File: config.mk
export PLATFORM = sky130hd
export DESIGN_NAME = i2c_master_byte_sequencer
export DESIGN_NICKNAME = d
export VERILOG_FILES = /design/src/hdl/i2cms_pkg.sv /design/src/hdl/i2cms_core.sv /design/src/hdl/i2c_master_byte_sequencer.sv
export VERILOG_INCLUDE_DIRS = /design/src /design/src/hdl
export SDC_FILE = /design/constraint.sdc
export NUM_CORES = 1
export LEC_CHECK = 0
export BUFFER_PORTS_ARGS = -buffer_cell sky130_fd_sc_hd__buf_2
export CORE_ASPECT_RATIO = 1.75
export CORE_MARGIN = 3
export CORE_UTILIZATION = 47
export DETAILED_ROUTE_END_ITERATION = 8
export HOLD_SLACK_MARGIN = 0.05
export MAX_ROUTING_LAYER = met4
export PLACE_DENSITY = 0.69
export SETUP_SLACK_MARGIN = 0.4
export SLEW_MARGIN = 10
export SYNTH_ARGS = -nofsm -noshare
export SYNTH_HDL_FRONTEND = slang
export SYNTH_SLANG_ARGS = --single-unit
File: constraint.sdc
create_clock -name clk_i -period 10 [get_ports clk_i]
set_clock_uncertainty 0.05 [all_clocks]
set_input_delay 2 -clock clk_i [delete_from_list [all_inputs] [get_ports clk_i]]
set_output_delay 2 -clock clk_i [all_outputs]
set_load 0.02 [all_outputs]
File: src/hdl/i2c_master_byte_sequencer_defines.svh
// Assertion macros shared by the I2C master sequencer modules.
`ifndef I2C_MASTER_BYTE_SEQUENCER_DEFINES_SVH
`define I2C_MASTER_BYTE_SEQUENCER_DEFINES_SVH

// Clocked assertion, switched off while reset is asserted.
`define I2CMS_ASSERT(lbl, prop, msg) \
  lbl: assert property (@(posedge clk_i) disable iff (!rst_ni) (prop)) else $error(msg);

// Clocked assertion that is also checked during reset.
`define I2CMS_ASSERT_ALWAYS(lbl, prop, msg) \
  lbl: assert property (@(posedge clk_i) (prop)) else $error(msg);

`endif

File: src/hdl/i2cms_pkg.sv
// Shared types and constants of the I2C master byte sequencer.
`default_nettype none
package i2cms_pkg;

  // Command codes carried on the input tuser.
  typedef enum logic [2:0] {
    CMD_START = 3'd0,
    CMD_STOP  = 3'd1,
    CMD_SEND  = 3'd2,
    CMD_WACK  = 3'd3,
    CMD_READ  = 3'd4,
    CMD_TICK  = 3'd5
  } cmd_e;

  // Configuration register indexes.
  typedef enum logic {
    CFG_ACK_TIMEOUT = 1'b0,
    CFG_UNIT_TICKS  = 1'b1
  } cfg_idx_e;

  localparam logic [7:0]  ACK_TIMEOUT_RST = 8'd250;
  localparam logic [15:0] UNIT_TICKS_RST  = 16'd1;
  localparam logic [7:0]  MSB_MASK        = 8'h80;

  // Configuration seen by the sequencer core.
  typedef struct packed {
    logic [7:0]  ack_timeout;
    logic [15:0] unit_ticks;
  } cfg_t;

  // One result word before packing.
  typedef struct packed {
    logic       rejected;
    logic       ack_error;
    logic [7:0] rx_byte;
    logic       done;
    logic       busy;
    logic       sda_pull_low;
    logic       scl_level;
  } res_t;

endpackage
`default_nettype wire

File: src/hdl/i2cms_core.sv
// Bus phase sequencer of the I2C master: state and per-word next-state logic.
`default_nettype none
`include "i2c_master_byte_sequencer_defines.svh"
module i2cms_core (
  input  wire logic              clk_i,
  input  wire logic              rst_ni,
  input  wire logic              adv_i,
  input  wire i2cms_pkg::cmd_e   cmd_i,
  input  wire logic [7:0]        tx_byte_i,
  input  wire logic              send_ack_i,
  input  wire logic              sda_level_i,
  input  wire i2cms_pkg::cfg_t   cfg_i,
  output i2cms_pkg::res_t        res_o
);

  typedef enum logic [2:0] {
    OP_IDLE  = 3'd0,
    OP_START = 3'd1,
    OP_STOP  = 3'd2,
    OP_WACK  = 3'd3,
    OP_SEND  = 3'd4,
    OP_READ  = 3'd5
  } op_e;

  localparam logic [2:0] DLY_1 = 3'd1;
  localparam logic [2:0] DLY_2 = 3'd2;
  localparam logic [2:0] DLY_4 = 3'd4;
  localparam logic [3:0] BITS_PER_BYTE = 4'd8;

  op_e         op_q, op_d;
  logic [1:0]  phase_q, phase_d;
  logic [3:0]  bit_idx_q, bit_idx_d;
  logic [7:0]  shift_q, shift_d;
  logic [7:0]  wait_q, wait_d;
  logic [15:0] unit_q, unit_d;
  logic [2:0]  dly_q, dly_d;
  logic        scl_q, scl_d;
  logic        sda_q, sda_d;
  logic        ack_q, ack_d;
  logic        err_q, err_d;
  logic [7:0]  rx_q, rx_d;
  logic        done, rej;
  logic [15:0] ut;
  logic [16:0] unit_inc;

  // A unit count of zero behaves as one tick per unit.
  assign ut       = (cfg_i.unit_ticks == '0) ? 16'd1 : cfg_i.unit_ticks;
  assign unit_inc = {1'b0, unit_q} + 17'd1;

  // Next state for one accepted word.
  always_comb begin
    op_d      = op_q;
    phase_d   = phase_q;
    bit_idx_d = bit_idx_q;
    shift_d   = shift_q;
    wait_d    = wait_q;
    unit_d    = unit_q;
    dly_d     = dly_q;
    scl_d     = scl_q;
    sda_d     = sda_q;
    ack_d     = ack_q;
    err_d     = err_q;
    rx_d      = rx_q;
    done      = 1'b0;
    rej       = 1'b0;

    case (cmd_i)
      i2cms_pkg::CMD_TICK: begin
        if (op_q != OP_IDLE) begin
          if (dly_q != '0) begin
            // Count ticks of the running delay unit.
            if (unit_inc < {1'b0, ut}) begin
              unit_d = unit_inc[15:0];
            end else begin
              unit_d = '0;
              dly_d  = dly_q - 3'd1;
              if (dly_d == '0) begin
                // The delay has ended: take the next bus step.
                case (op_q)
                  OP_START: begin
                    if (phase_q == 2'd0) begin
                      sda_d = 1'b1; dly_d = DLY_4; phase_d = 2'd1;
                    end else begin
                      scl_d = 1'b0; done = 1'b1;
                    end
                  end
                  OP_STOP: begin
                    if (phase_q == 2'd0) begin
                      scl_d = 1'b1; sda_d = 1'b0; dly_d = DLY_4; phase_d = 2'd1;
                    end else begin
                      done = 1'b1;
                    end
                  end
                  OP_WACK: begin
                    if (phase_q == 2'd0) begin
                      scl_d = 1'b1; dly_d = DLY_1; phase_d = 2'd1;
                    end else begin
                      phase_d = 2'd2;
                    end
                  end
                  OP_SEND: begin
                    if (phase_q == 2'd0) begin
                      scl_d = 1'b1; dly_d = DLY_2; phase_d = 2'd1;
                    end else if (phase_q == 2'd1) begin
                      scl_d = 1'b0; dly_d = DLY_2; phase_d = 2'd2;
                    end else begin
                      bit_idx_d = bit_idx_q + 4'd1;
                      if (bit_idx_d >= BITS_PER_BYTE) begin
                        done = 1'b1;
                      end else begin
                        sda_d   = ~|(shift_q & i2cms_pkg::MSB_MASK);
                        shift_d = {shift_q[6:0], 1'b0};
                        dly_d   = DLY_2;
                        phase_d = 2'd0;
                      end
                    end
                  end
                  OP_READ: begin
                    if (phase_q == 2'd0) begin
                      scl_d = 1'b1; dly_d = DLY_1; phase_d = 2'd1;
                    end else if (phase_q == 2'd1) begin
                      shift_d   = {shift_q[6:0], sda_level_i};
                      bit_idx_d = bit_idx_q + 4'd1;
                      scl_d     = 1'b0;
                      dly_d     = DLY_2;
                      if (bit_idx_d < BITS_PER_BYTE) begin
                        phase_d = 2'd0;
                      end else begin
                        sda_d   = ack_q;
                        phase_d = 2'd2;
                      end
                    end else if (phase_q == 2'd2) begin
                      scl_d = 1'b1; dly_d = DLY_2; phase_d = 2'd3;
                    end else begin
                      scl_d = 1'b0; rx_d = shift_q; done = 1'b1;
                    end
                  end
                  default: done = 1'b1;
                endcase
              end
            end
          end else if (op_q == OP_WACK) begin
            // Poll SDA for the acknowledge.
            if (!sda_level_i) begin
              scl_d = 1'b0; done = 1'b1;
            end else if (wait_q >= cfg_i.ack_timeout) begin
              err_d   = 1'b1;
              op_d    = OP_STOP;
              scl_d   = 1'b0;
              sda_d   = 1'b1;
              dly_d   = DLY_4;
              unit_d  = '0;
              phase_d = 2'd0;
            end else begin
              wait_d = wait_q + 8'd1;
            end
          end else begin
            done = 1'b1;
          end
        end
      end
      i2cms_pkg::CMD_START, i2cms_pkg::CMD_STOP, i2cms_pkg::CMD_SEND,
      i2cms_pkg::CMD_WACK, i2cms_pkg::CMD_READ: begin
        if (op_q != OP_IDLE) begin
          rej = 1'b1;
        end else begin
          // Launch a new command: every command begins with a delay.
          err_d     = 1'b0;
          bit_idx_d = '0;
          wait_d    = '0;
          unit_d    = '0;
          phase_d   = 2'd0;
          case (cmd_i)
            i2cms_pkg::CMD_START: begin
              op_d = OP_START; sda_d = 1'b0; scl_d = 1'b1; dly_d = DLY_4;
            end
            i2cms_pkg::CMD_STOP: begin
              op_d = OP_STOP; scl_d = 1'b0; sda_d = 1'b1; dly_d = DLY_4;
            end
            i2cms_pkg::CMD_SEND: begin
              op_d    = OP_SEND;
              scl_d   = 1'b0;
              sda_d   = ~|(tx_byte_i & i2cms_pkg::MSB_MASK);
              shift_d = {tx_byte_i[6:0], 1'b0};
              dly_d   = DLY_2;
            end
            i2cms_pkg::CMD_WACK: begin
              op_d = OP_WACK; sda_d = 1'b0; dly_d = DLY_1;
            end
            default: begin
              op_d    = OP_READ;
              sda_d   = 1'b0;
              scl_d   = 1'b0;
              shift_d = '0;
              ack_d   = send_ack_i;
              dly_d   = DLY_2;
            end
          endcase
        end
      end
      default: ;
    endcase

    // A finished command returns to idle.
    if (done) begin
      op_d    = OP_IDLE;
      phase_d = 2'd0;
      dly_d   = '0;
    end
  end

  // Sequencer state.
  always_ff @(posedge clk_i or negedge rst_ni) begin
    if (!rst_ni) begin
      op_q      <= OP_IDLE;
      phase_q   <= '0;
      bit_idx_q <= '0;
      shift_q   <= '0;
      wait_q    <= '0;
      unit_q    <= '0;
      dly_q     <= '0;
      scl_q     <= 1'b1;
      sda_q     <= 1'b0;
      ack_q     <= 1'b0;
      err_q     <= 1'b0;
      rx_q      <= '0;
    end else if (adv_i) begin
      op_q      <= op_d;
      phase_q   <= phase_d;
      bit_idx_q <= bit_idx_d;
      shift_q   <= shift_d;
      wait_q    <= wait_d;
      unit_q    <= unit_d;
      dly_q     <= dly_d;
      scl_q     <= scl_d;
      sda_q     <= sda_d;
      ack_q     <= ack_d;
      err_q     <= err_d;
      rx_q      <= rx_d;
    end
  end

  // Result word shows the state after the word.
  always_comb begin
    res_o.scl_level    = scl_d;
    res_o.sda_pull_low = sda_d;
    res_o.busy         = (op_d != OP_IDLE);
    res_o.done         = done;
    res_o.rx_byte      = rx_d;
    res_o.ack_error    = err_d;
    res_o.rejected     = rej;
  end

  `I2CMS_ASSERT(a_idle_quiet, (op_q == OP_IDLE) |-> (dly_q == '0 && phase_q == 2'd0), "idle with delay or phase pending")
  `I2CMS_ASSERT(a_delay_pending, (op_q != OP_IDLE && op_q != OP_WACK) |-> (dly_q != '0), "running command without delay")
  `I2CMS_ASSERT(a_bit_range, bit_idx_q <= BITS_PER_BYTE, "bit index beyond a byte")
  `I2CMS_ASSERT(a_done_idle, (adv_i && done) |=> (op_q == OP_IDLE), "finished command left busy")

endmodule
`default_nettype wire

File: src/hdl/i2c_master_byte_sequencer.sv
// Top level of the I2C master byte sequencer: stream ports, registers, result stage.
//
//   Channel   Direction  Handshake                   Content
//   s_axis    in         s_axis_tvalid/tready        command word (tuser cmd, tdata args)
//   m_axis    out        m_axis_tvalid/tready        one result word per command word
//   cfg       in         cfg_valid/cfg_ready         register index and write data
//
// One word is taken per cycle while m_axis is not stalled; its result is in the output register in the cycle after.
// The output register is the only stage: s_axis_tready is high while it is empty or drained.
// A stalled m_axis holds the result and stops intake; cfg writes are always taken.
// Reset releases SCL and SDA, clears the received byte and loads register defaults.
`default_nettype none
`include "i2c_master_byte_sequencer_defines.svh"
module i2c_master_byte_sequencer (
  input  wire logic        clk_i,
  input  wire logic        rst_ni,
  input  wire logic        s_axis_tvalid,
  output logic             s_axis_tready,
  input  wire logic [2:0]  s_axis_tuser,   // [2:0] cmd
  input  wire logic [15:0] s_axis_tdata,   // [7:0] tx_byte, [8] send_ack, [9] sda_level
  output logic             m_axis_tvalid,
  input  wire logic        m_axis_tready,
  output logic [15:0]      m_axis_tdata,   // [0] scl_level, [1] sda_pull_low, [2] busy_res,
                                           // [3] done_res, [11:4] rx_byte, [12] ack_error,
                                           // [13] rejected
  input  wire logic        cfg_valid_i,
  output logic             cfg_ready_o,
  input  wire logic        cfg_index_i,
  input  wire logic [15:0] cfg_data_i
);

  i2cms_pkg::cfg_t cfg_q;
  i2cms_pkg::res_t res_comb, res_q;
  logic            out_valid_q;
  logic            accept;

  assign cfg_ready_o   = 1'b1;
  assign s_axis_tready = !out_valid_q || m_axis_tready;
  assign accept        = s_axis_tvalid && s_axis_tready;

  // Configuration registers.
  always_ff @(posedge clk_i or negedge rst_ni) begin
    if (!rst_ni) begin
      cfg_q.ack_timeout <= i2cms_pkg::ACK_TIMEOUT_RST;
      cfg_q.unit_ticks  <= i2cms_pkg::UNIT_TICKS_RST;
    end else if (cfg_valid_i) begin
      case (i2cms_pkg::cfg_idx_e'(cfg_index_i))
        i2cms_pkg::CFG_ACK_TIMEOUT: cfg_q.ack_timeout <= cfg_data_i[7:0];
        i2cms_pkg::CFG_UNIT_TICKS:  cfg_q.unit_ticks  <= cfg_data_i;
        default: ;
      endcase
    end
  end

  i2cms_core u_core (
    .clk_i       (clk_i),
    .rst_ni      (rst_ni),
    .adv_i       (accept),
    .cmd_i       (i2cms_pkg::cmd_e'(s_axis_tuser)),
    .tx_byte_i   (s_axis_tdata[7:0]),
    .send_ack_i  (s_axis_tdata[8]),
    .sda_level_i (s_axis_tdata[9]),
    .cfg_i       (cfg_q),
    .res_o       (res_comb)
  );

  // Output register: valid flag under reset, payload loaded on accept.
  always_ff @(posedge clk_i or negedge rst_ni) begin
    if (!rst_ni) begin
      out_valid_q <= 1'b0;
    end else if (s_axis_tready) begin
      out_valid_q <= s_axis_tvalid;
    end
  end

  always_ff @(posedge clk_i) begin
    if (accept) begin
      res_q <= res_comb;
    end
  end

  assign m_axis_tvalid = out_valid_q;
  assign m_axis_tdata  = {2'b00, res_q.rejected, res_q.ack_error, res_q.rx_byte,
                          res_q.done, res_q.busy, res_q.sda_pull_low, res_q.scl_level};

  `I2CMS_ASSERT(a_accept_shows, (s_axis_tvalid && s_axis_tready) |=> m_axis_tvalid, "accepted word gave no result")
  `I2CMS_ASSERT(a_done_not_busy, (m_axis_tvalid && res_q.done) |-> !res_q.busy, "finished word still busy")
  `I2CMS_ASSERT_ALWAYS(a_reset_empty, !rst_ni |-> !m_axis_tvalid, "result shown during reset")

endmodule
`default_nettype wire
* Word level (Yosys, flattened, before mapping)
Index checks and enable logic that the tools add are counted.
** Cells by class
- Reduce and logical (&&, ||, !) cells :: 29
- $lt $le $gt $ge :: 4
- Add/sub/neg operators :: 4
- Mux-type cells :: 158
- Bitwise gates (word level) :: 3
- Eq/ne operators :: 42
** Operators with widths (count)
- 2-to-1 mux 8 bit :: 25
- 2-to-1 mux 16 bit :: 8
- 2-to-1 mux 3 bit :: 24
- one-hot mux 8 bit (2 select lines) :: 4
- 2-to-1 mux 1 bit :: 52
- 2-to-1 mux 2 bit :: 18
- 2-to-1 mux 4 bit :: 9
- one-hot mux 16 bit (2 select lines) :: 1
- one-hot mux 3 bit (4 select lines) :: 2
- one-hot mux 3 bit (2 select lines) :: 3
- adder 16 x 1 -> 17 bit, second input constant :: 1
- less-than comparator 17 x 16 -> 1 bit :: 1
- zero test 16 bit :: 1
- one-hot mux 4 bit (2 select lines) :: 2
- AND reduction 8 bit :: 2
- inequality test 3 bit, second input constant :: 5
- inequality test 7 x 6 -> 1 bit, second input constant :: 2
- AND reduction 14 bit :: 1
- AND reduction 13 bit :: 1
- equality test 3 x 2 -> 1 bit, second input constant :: 4
- equality test 3 bit, second input constant :: 4
- inequality test 2 bit, second input constant :: 6
- one-hot mux 1 bit (4 select lines) :: 3
- AND reduction 12 bit :: 1
- other kinds (35) :: 60
** Word-level totals
- Input bits :: 41
- Flip-flop bits (word level) :: 95

* Longest topological paths before layout
Gate-level depths: netlist of run 1.
- Word-level depth :: 13
- Mapped depth :: 17
- Mapped depth without buffers :: 14

* By module
Synthesis of run 1 repeated with hierarchy kept, for this count alone.
** Unflattened totals
- Cells, all modules :: 579
- Area, all modules :: 5893.2 um^2
** Modules (own cells, without submodules)
- i2cms_core :: cells an instance 504, instances 1, area each 4403.0 um^2, sequential area each 1402.6 um^2
- i2c_master_byte_sequencer :: cells an instance 75, instances 1, area each 1490.2 um^2, sequential area each 1054.8 um^2

* Least setup slack after synthesis of run 1
No wires, ideal clock.
- Path kind :: input -> output
- Start :: input port m_axis_tready
- End :: output port s_axis_tready
- Arrival :: 2.236 ns
- Setup slack :: 5.714 ns
- Stages on the path :: 1
- Path through :: nand2b_1
** On the way
- Longest elaborated chain between the ends :: 1
** Ends and longest elaborated chain
- from (decl) :: RTL line i2c_master_byte_sequencer.sv:22 : input wire logic m_axis_tready,
- logical OR 1 bit :: RTL line i2c_master_byte_sequencer.sv:38 : assign s_axis_tready = !out_valid_q || m_axis_tready;
- to (decl) :: RTL line i2c_master_byte_sequencer.sv:18 : output logic s_axis_tready,
Every way passes these cells.

* Worst setup path in the final report of run 1
- Start :: register u_core.unit_q[4]
- End :: register u_core.shift_q[1]
** On the way
- Longest elaborated chain between the ends :: 4
** Ends and longest elaborated chain
- from (decl) :: RTL line i2cms_core.sv:35 : logic [15:0] unit_q, unit_d;
- from (signal assigned) :: RTL line i2cms_core.sv:233 : unit_q <= unit_d;
- adder 16 x 1 -> 17 bit :: RTL line i2cms_core.sv:48 : assign unit_inc = {1'b0, unit_q} + 17'd1;
- less-than comparator 17 x 16 -> 1 bit :: RTL line i2cms_core.sv:72 : if (unit_inc < {1'b0, ut}) begin
- inequality test 2 bit (no source line)
- AND reduction 14 bit (no source line)
- to (signal assigned) :: RTL line i2cms_core.sv:231 : shift_q <= shift_d;
- to (decl) :: RTL line i2cms_core.sv:33 : logic [7:0] shift_q, shift_d;
Every way passes these cells.
A chain may end at the register's enable or synchronous reset.

==> results of run 1 <==
kinds of logic after synthesis:
logic type / after synthesis / synth area share
and+or+nand+nor: 195 / 0.163
buffers and inverters: 66 / 0.0479
adders and majority gates: 35 / 0.0738
xor gates and xnor gates: 20 / 0.0295
other: 2 / 0.00127
DFF: 95 / 0.414
muxes: 47 / 0.0936
AOI/OAI and AO/OA: 160 / 0.177
layout by cell type, fill, tap and decap left out, types with 4 or more instances in the layout:
master,count
o21a_1,4
mux2_2,36
mux2_4,8
dfrtp_1,73
ha_1,35
nand4_1,7
nor3_1,8
inv_1,35
a21oi_1,27
nand2b_1,15
o21ai_0,58
a32o_1,9
nor2_1,46
a31oi_1,9
xnor2_1,12
clkbuf_16,9
nand3_1,24
a22oi_1,9
xor2_1,8
nor4_1,6
and3_1,7
o31ai_1,7
dfstp_2,8
edfxtp_1,14
nand2_1,60
buf_2,49
flip-flops by register name (all words and copies together), names as in the netlist:
name / cells
cfg_q: 24
m_axis_tdata: 14
m_axis_tvalid: 1
u_core.ack_q: 1
u_core.bit_idx_q: 4
u_core.dly_q: 3
u_core.err_q: 1
u_core.op_q: 3
u_core.phase_q: 2
u_core.rx_q: 8
u_core.scl_q: 1
u_core.sda_q: 1
u_core.shift_q: 8
u_core.unit_q: 16
u_core.wait_q: 8
worst reg2reg max path: stages, from the launching register on:
cell       delay, ns
dfrtp_1         0.46
nand4_1         0.22
or3_1           0.50
nor2_1          0.22
nand3_1         0.12
xnor2_1         0.23
ha_1            0.30
nand3_1         0.14
nor3_1          0.09
a2111oi_2       0.44
nand3_2         0.19
nor2_1          0.80
o21ai_2         0.31
o211ai_2        0.27
mux2_2          0.39
routing by layer:
metal,part of all wire,up-vias,GRT usage,routed length (um)
met5,0,-,-,0
met4,0.035,0,0.101,504
met3,0.033,34,0.0326,479
met2,0.53,121,0.381,7650
met1,0.40,2319,0.234,5700
li1,-,2307,-,-
power by group through the flow:
stage / clock, mW / sequential (mW) / combinational [mW]
6_report: 0.345 / 0.563 / 0.442
5_1_grt: 0.369 / 0.575 / 0.501
4_1_cts: 0.355 / 0.561 / 0.442
3_5_place_dp: 0 / 0.569 / 0.439
3_3_place_gp: 0 / 0.564 / 0.427
2_1_floorplan: 0 / 0.522 / 0.360
stage by stage:
stage          hold WS [ns]  power (mW)  utilization  instances  setup WS (ns)
3_5_place_dp          0.429        1.01        0.512        806           5.19
6_report              0.439        1.35        0.537        822           5.14
2_1_floorplan         0.393       0.881            -        621           5.71
5_1_grt               0.467        1.45        0.537        822           4.78
4_1_cts               0.438        1.36        0.537        822           5.15
3_3_place_gp          0.422       0.991        0.512        806           5.26
worst max-delay path by stage:
stage,from,end,slack (ns),cells past startpoint
after floorplan,m_axis_tready,s_axis_tready,5.71,1
after global placement,u_core.unit_q[0]$_DFFE_PN0P_,u_core.shift_q[6]$_DFFE_PN0P_,5.26,14
after detailed placement,u_core.unit_q[4]$_DFFE_PN0P_,u_core.shift_q[3]$_DFFE_PN0P_,5.19,14
after CTS,u_core.unit_q[0]$_DFFE_PN0P_,u_core.shift_q[1]$_DFFE_PN0P_,5.15,14
after global routing,u_core.unit_q[0]$_DFFE_PN0P_,u_core.shift_q[3]$_DFFE_PN0P_,4.78,14
final,u_core.unit_q[4]$_DFFE_PN0P_,u_core.shift_q[1]$_DFFE_PN0P_,5.14,14
area by class of cell:
type | count | area share
sequential | 95 | 0.375
timing repair buffer | 50 | 0.0386
multi-input combinational | 460 | 0.488
inverter | 36 | 0.0206
tap | 165 | 0.0315
clock buffer | 9 | 0.0344
clock inverter | 7 | 0.0111
==> results by group, run 1 <==
Status
  – Status: finished, final reports clean

Floorplan
  – Die Y: ~150 um
  – Initial Util: 0.486
  – Die X: 90.9 um
  – Placement Rows: between 50 and 60
  – IO Count: 60
  – Die area: 14100 um^2
  – Core area: roughly 12000 um^2

Layout
  – Area Overhead vs Synth: 10.3%
  – Seq. cell area: between 2000 and 2500 um^2
  – Number of fill cells: 1158
  – # diodes: 0
  – Area used by multi-input combinational logic: 3200 um^2
  – Share of post-route cells with drive strength above 1: 0.205
  – Design Area, Final: 6550 um^2
  – Nets: 728

STA
  – Worst slew margin: 0.314
  – Final-report hold violation count: 0
  – Setup TNS: 0 ns
  – Endpoints failing setup: 0
  – Final period util: 0.486
  – Tmin final: just under 5 ns
  – RSZ-0062 raised after global routing: false
  – Pins Over Slew Limit: 0
  – FMAX: 206 MHz
  – Worst Max-Slew Pin Slew: 1.03 ns

Critical path
  – Crit path kind: reg2reg
  – Setup crit start kind: flip-flop
  – CP max stage cell: nor2_1
  – CP required: 10.18 ns
  – Reg-to-reg slack, setup: 5.14 ns
  – R2r worst-path depth: 14
  – CP bufs+invs: 0
  – Critical path peak fanout: 12
  – CP top delay family: simple AND/OR/NAND/NOR gates
  – Critical R2R Capture: u_core.shift_q[1]$_DFFE_PN0P_
  – Crit-path cells: nand4_1, or3_1, nor2_1, nand3_1, xnor2_1, ha_1, nand3_1, nor3_1, a2111oi_2, nand3_2, nor2_1, o21ai_2, o211ai_2, mux2_2
  – Max stage delay on crit path: 0.80 ns
  – Setup crit end kind: flip-flop
  – RR Startpoint: u_core.unit_q[4]$_DFFE_PN0P_
  – WP data arrival: 5.03 ns

Logic synthesis
  – Cells after Synth: 620
  – Count leader, synth: dfrtp_1
  – Count of yosys warnings during synthesis: 0
  – Synth Flop Type: dfrtp_1
  – Area share of the largest cell type after synthesis: 0.308
  – Number of synthesized flops with an enable pin: 14
  – Dominant cell type by area after synthesis: dfrtp_1
  – Top cells by count, synth: dfrtp_1, nand2_1, o21ai_0
  – Syn Std Cell Area: 5930 um^2
  – Top cells by area, synth: dfrtp_1, ha_1, edfxtp_1
  – Netlist cell types: between 70 and 80
  – Post-synth ARST share: 0.853
  – Mapped Avg Cell Area: 9.57 um^2
  – Seq/Total Area, Yosys: 0.414
  – Synth Register Bits: 95

Placement
  – Port Buffers: 50
  – Post-DP Area: approximately 6200 um^2
  – HPWL Detailed: around 11 mm
  – GPL Wtd Cong: roughly 1.0

Hold path
  – Hold path endpoint: u_core.wait_q[7]$_DFFE_PN0P_
  – Hold path startpoint: u_core.wait_q[7]$_DFFE_PN0P_
  – Worst min path class: reg2reg
  – Min-Delay Path Depth: 1

Power
  – Leak pwr: approximately 3.0 nW
  – Peak VDD IR: between 0.00009 and 0.0001 V
  – Internal power: 833 uW
  – PwrDens: 206 nW/um^2
  – Sw frac: 0.383
  – Comb power frac: 0.327
  – Switching pwr: 517 uW
  – Clk pwr share: 0.256
  – Sequential Power Share: 0.417

GRT
  – Vias in the first global route: 4850
  – Total global routing overflow: 0
  – Largest net degree at the start of global routing: 82
  – GRT Overall Usage: 0.215
  – Initial antenna violation count: 0
  – First-pass GRT wire length: 23.9 mm

Clock network
  – CTS resizes: 0
  – Clock root buffer: clkbuf_16
  – CTS buffer count: 9
  – Skew-Pair Late Insertion Delay: 0.34 ns
  – CTS Hold Bufs: 0
  – Reg clk slew, reported paths: around 0.070 ns
  – H-tree Lvls: 3
  – Post-CTS Repair Setup Buffers: 0
  – Clk buf depth: 2
  – Clock sink count: 95
  – TritonCTS clock tree: built

Route
  – DRT iter0 DRCs: 239
  – Via-to-Cell Ratio: 5.82
  – Vias: ~4800
  – DRC: 0
  – Drt first pass iters: 5
  – Final WL: 14.3 mm
  – Antenna Nets Post-Route: 0
  – Post-DR wirelength/cell: approximately 17 um

Flow run
  – Maximum capacitance violations: 0
(Power assumes the default switching activity.)
==> run 2, diff against run 1 <==
Settings changed: ABC_AREA from default to 1, PLACE_DENSITY 0.69 to 0.71.
Clock period 10 ns to 4.3 ns, I/O delays scaled along.
==> run 2 against run 1 <==
Compared with the run above:
- routed wire length increased by 0.58%
- global-route usage increased by 0.40 points
- first-iteration DRC count decreased by 21%
- combinational power increased by 150%
- register-to-register slack got worse by 4.3 ns
- largest power group unchanged
==> results by group, run 2 <==
STA
  – FMAX: 286 MHz (was 206 MHz)
  – Endpoints failing setup: 0 (unchanged)
  – Final-report hold violation count: 0 (unchanged)
  – Tmin final: 3.49 ns (was 4.86 ns)
  – RSZ-0062 raised after global routing: false (unchanged)
  – Worst Max-Slew Pin Slew: 0.917 ns (was 1.03 ns)
  – Pins Over Slew Limit: 0 (unchanged)
  – Worst slew margin: 0.387 (was 0.314)
  – Setup TNS: 0 ns (unchanged)
  – Final period util: 0.812 (was 0.486)
  – PnR worst setup slack: 0.808 ns (was 5.14 ns)

Placement
  – Post-DP Area: 6380 um^2 (was 6250 um^2)
  – GPL Wtd Cong: 1.01 (was 0.996)
  – Pre-CTS setup slack: 0.757 ns (was 5.19 ns)
  – Port Buffers: 50 (unchanged)
  – HPWL Detailed: 10.9 mm (about the same)

Layout
  – Design Area, Final: 6730 um^2 (was 6550 um^2)
  – Max FFs per register: 24 (unchanged)
  – Area Overhead vs Synth: 12.3% (was 10.3%)
  – # diodes: 0 (unchanged)
  – Post-layout util: 0.538 (was 0.537)
  – Nets: 885 (was 728)
  – Largest reg by FF count: cfg_q (unchanged)
  – Share of post-route cells with drive strength above 1: 0.156 (was 0.205)
  – Number of fill cells: 1197 (was 1158)
  – Most common cell after layout, fill and taps aside: nand2_1 (was dfrtp_1)
  – Most frequent cells in the layout: nand2_1, inv_1, dfrtp_1 (was dfrtp_1, nand2_1, o21ai_0)

Floorplan
  – Die X: 91.3 um (was 90.9 um)
  – Core area: 12500 um^2 (was 12200 um^2)
  – Die Y: 155 um (about the same)
  – Initial Util: 0.479 (was 0.486)
  – IO Count: 60 (unchanged)
  – Placement Rows: 54 (was 53)
  – Die area: 14200 um^2 (was 14100 um^2)

GRT
  – Vias in the first global route: 5090 (was 4850)
  – Largest net degree at the start of global routing: 58 (was 82)
  – Initial antenna violation count: 0 (unchanged)
  – First-pass GRT wire length: 24.0 mm (was 23.9 mm)
  – GRT Overall Usage: 0.219 (was 0.215)
  – Total global routing overflow: 0 (unchanged)

Logic synthesis
  – Syn Std Cell Area: 5990 um^2 (was 5930 um^2)
  – Seq/Total Area, Yosys: 0.410 (was 0.414)
  – Dominant cell type by area after synthesis: dfrtp_1 (unchanged)
  – Count of yosys warnings during synthesis: 0 (unchanged)
  – Synth Register Bits: 95 (unchanged)
  – Post-synth ARST share: 0.853 (unchanged)
  – Synth Flop Type: dfrtp_1 (unchanged)
  – Netlist cell types: 52 (was 73)
  – Top cells by count, synth: nand2_1, inv_1, dfrtp_1 (was dfrtp_1, nand2_1, o21ai_0)
  – Cells after Synth: 760 (was 620)
  – Top cells by area, synth: dfrtp_1, nand2_1, inv_1 (was dfrtp_1, ha_1, edfxtp_1)
  – Number of synthesized flops with an enable pin: 14 (unchanged)
  – Area share of the largest cell type after synthesis: 0.305 (was 0.308)
  – Mapped Avg Cell Area: 7.88 um^2 (was 9.57 um^2)
  – Count leader, synth: nand2_1 (was dfrtp_1)

Route
  – Post-DR wirelength/cell: 14.7 um (was 17.4 um)
  – Antenna Nets Post-Route: 0 (unchanged)
  – Vias: 5062 (was 4781)
  – Via-to-Cell Ratio: 5.15 (was 5.82)
  – Drt first pass iters: 5 (unchanged)
  – DRC: 0 (unchanged)
  – DRT iter0 DRCs: 190 (was 239)
  – Final WL: 14.4 mm (was 14.3 mm)

Critical path
  – RR Startpoint: u_core.unit_q[0]$_DFFE_PN0P_ (was u_core.unit_q[4]$_DFFE_PN0P_)
  – WP data arrival: 3.54 ns (was 5.03 ns)
  – Critical R2R Capture: m_axis_tdata[2]$_DFFE_PP_ (was u_core.shift_q[1]$_DFFE_PN0P_)
  – Setup crit end kind: flip-flop (unchanged)
  – R2r worst-path depth: 19 (was 14)
  – Setup crit start kind: flip-flop (unchanged)
  – Crit path kind: reg2reg (unchanged)
  – CP required: 4.35 ns (was 10.18 ns)
  – Reg-to-reg slack, setup: 0.81 ns (was 5.14 ns)
  – Critical path peak fanout: 10 (was 12)

Status
  – Status: finished, final reports clean (unchanged)

Clock network
  – CTS Hold Bufs: 0 (unchanged)
  – H-tree Lvls: 3 (unchanged)
  – TritonCTS clock tree: built (unchanged)
  – Skew-Pair Late Insertion Delay: 0.35 ns (was 0.34 ns)
  – Reg clk slew, reported paths: 0.07 ns (about the same)
  – Clk buf depth: 2 (unchanged)
  – Clock sink count: 95 (unchanged)
  – Clock root buffer: clkbuf_16 (unchanged)
  – CTS buffer count: 9 (unchanged)

Power
  – Switching pwr: 1.28 mW (was 517 uW)
  – Clk pwr share: 0.268 (was 0.256)
  – Sw frac: 0.398 (was 0.383)
  – Comb power frac: 0.342 (was 0.327)
  – Leak pwr: 3.37 nW (was 2.98 nW)
  – PwrDens: 479 nW/um^2 (was 206 nW/um^2)
  – Internal power: 1.94 mW (was 833 uW)
  – Peak VDD IR: 0.000299 V (was 0.0000942 V)
  – Sequential Power Share: 0.391 (was 0.417)
  – Design Power: 3.22 mW (was 1.35 mW)

Hold path
  – Min-Delay Path Depth: 2 (was 1)
  – Hold path startpoint: u_core.err_q$_DFFE_PN0P_ (was u_core.wait_q[7]$_DFFE_PN0P_)
  – Worst min path class: reg2reg (unchanged)
  – Hold path endpoint: u_core.err_q$_DFFE_PN0P_ (was u_core.wait_q[7]$_DFFE_PN0P_)

Flow run
  – Maximum capacitance violations: 0 (unchanged)
## run 2: how the worst max path moves through the flow
stage                                  from                            end  slack (ns)  cells past startpoint
2_1_floorplan  u_core.unit_q[0]$_DFFE_PN0P_     m_axis_tdata[10]$_DFFE_PP_        1.26                     21
3_3_place_gp   u_core.unit_q[0]$_DFFE_PN0P_      m_axis_tdata[6]$_DFFE_PP_        0.81                     17
3_5_place_dp   u_core.unit_q[0]$_DFFE_PN0P_      m_axis_tdata[6]$_DFFE_PP_        0.76                     17
4_1_cts        u_core.unit_q[0]$_DFFE_PN0P_  u_core.phase_q[1]$_DFFE_PN0P_        0.74                     19
5_1_grt        u_core.unit_q[0]$_DFFE_PN0P_      m_axis_tdata[2]$_DFFE_PP_        0.40                     22
6_report       u_core.unit_q[0]$_DFFE_PN0P_      m_axis_tdata[2]$_DFFE_PP_        0.81                     19
## run 2: cell families (layout without fill, tap and decap cells)
| family | Yosys count | in the layout | synth area share |
|---|---|---|---|
| AND/OR/NAND/NOR | 318 | 318 | 0.242 |
| flip-flops | 95 | 95 | 0.410 |
| other | 2 | 3 | 0.00125 |
| adder cells (fa/ha/maj) | 35 | 35 | 0.0731 |
| buffers and inverters | 143 | 196 | 0.0961 |
| XOR/XNOR | 18 | 18 | 0.0263 |
| AO/OA/AOI/OAI | 149 | 149 | 0.151 |
## run 2: timing repair
| action | in CTS | in global routing |
|---|---|---|
| resized for setup | 0 | 4 |
| setup buffers | 0 | 1 |
| setup endpoints to repair | 0 | 29 |
## run 2: per-layer routing
| layer | GRT usage | routed length (um) |
|---|---|---|
| met1 | 0.227 | 5460 |
| met2 | 0.402 | 7910 |
| met3 | 0.0305 | 417 |
| met4 | 0.105 | 630 |
| met5 | - | 0 |
## run 2: through the flow
step | hold WS [ns] | instances
5_1_grt | 0.461 | 982
6_report | 0.432 | 982
3_3_place_gp | 0.407 | 965
4_1_cts | 0.433 | 981
3_5_place_dp | 0.413 | 965
2_1_floorplan | 0.393 | 761
## run 2: layout make-up
type,instances,area [um^2],area share
Timing Repair Buffer,54,283,0.0420
Clock inverter,7,97.6,0.0145
Tap cell,168,210,0.0312
Multi-Input combinational cell,523,2980,0.442
Inverter,126,478,0.0710
Clock buffer,9,225,0.0335
Sequential cell,95,2460,0.365
## run 2: power groups by stage
| stage | logic (mW) | registers, mW | clock network (mW) |
|---|---|---|---|
| final | 1.10 | 1.26 | 0.863 |
| after global routing | 1.27 | 1.29 | 0.916 |
| after CTS | 1.10 | 1.26 | 0.890 |
| after detailed placement | 1.09 | 1.28 | 0 |
| after global placement | 1.08 | 1.27 | 0 |
| after floorplan | 0.799 | 1.25 | 0 |
## run 2: worst max-delay path, stage by stage (launching register included)
cell and delay, ns:
dfrtp_1 0.42, ha_1 0.22, nand2_2 0.08, nor2_4 0.14
nand3_4 0.10, nor2_4 0.15, xor2_1 0.36, inv_1 0.09
ha_1 0.33, nand4_1 0.12, nor3b_1 0.19, nand2_1 0.07
nand2_1 0.05, nand2_1 0.12, nand2_4 0.16, nand3_1 0.08
nand2_1 0.10, nand2_2 0.15, nand2_1 0.15, nand3_1 0.09
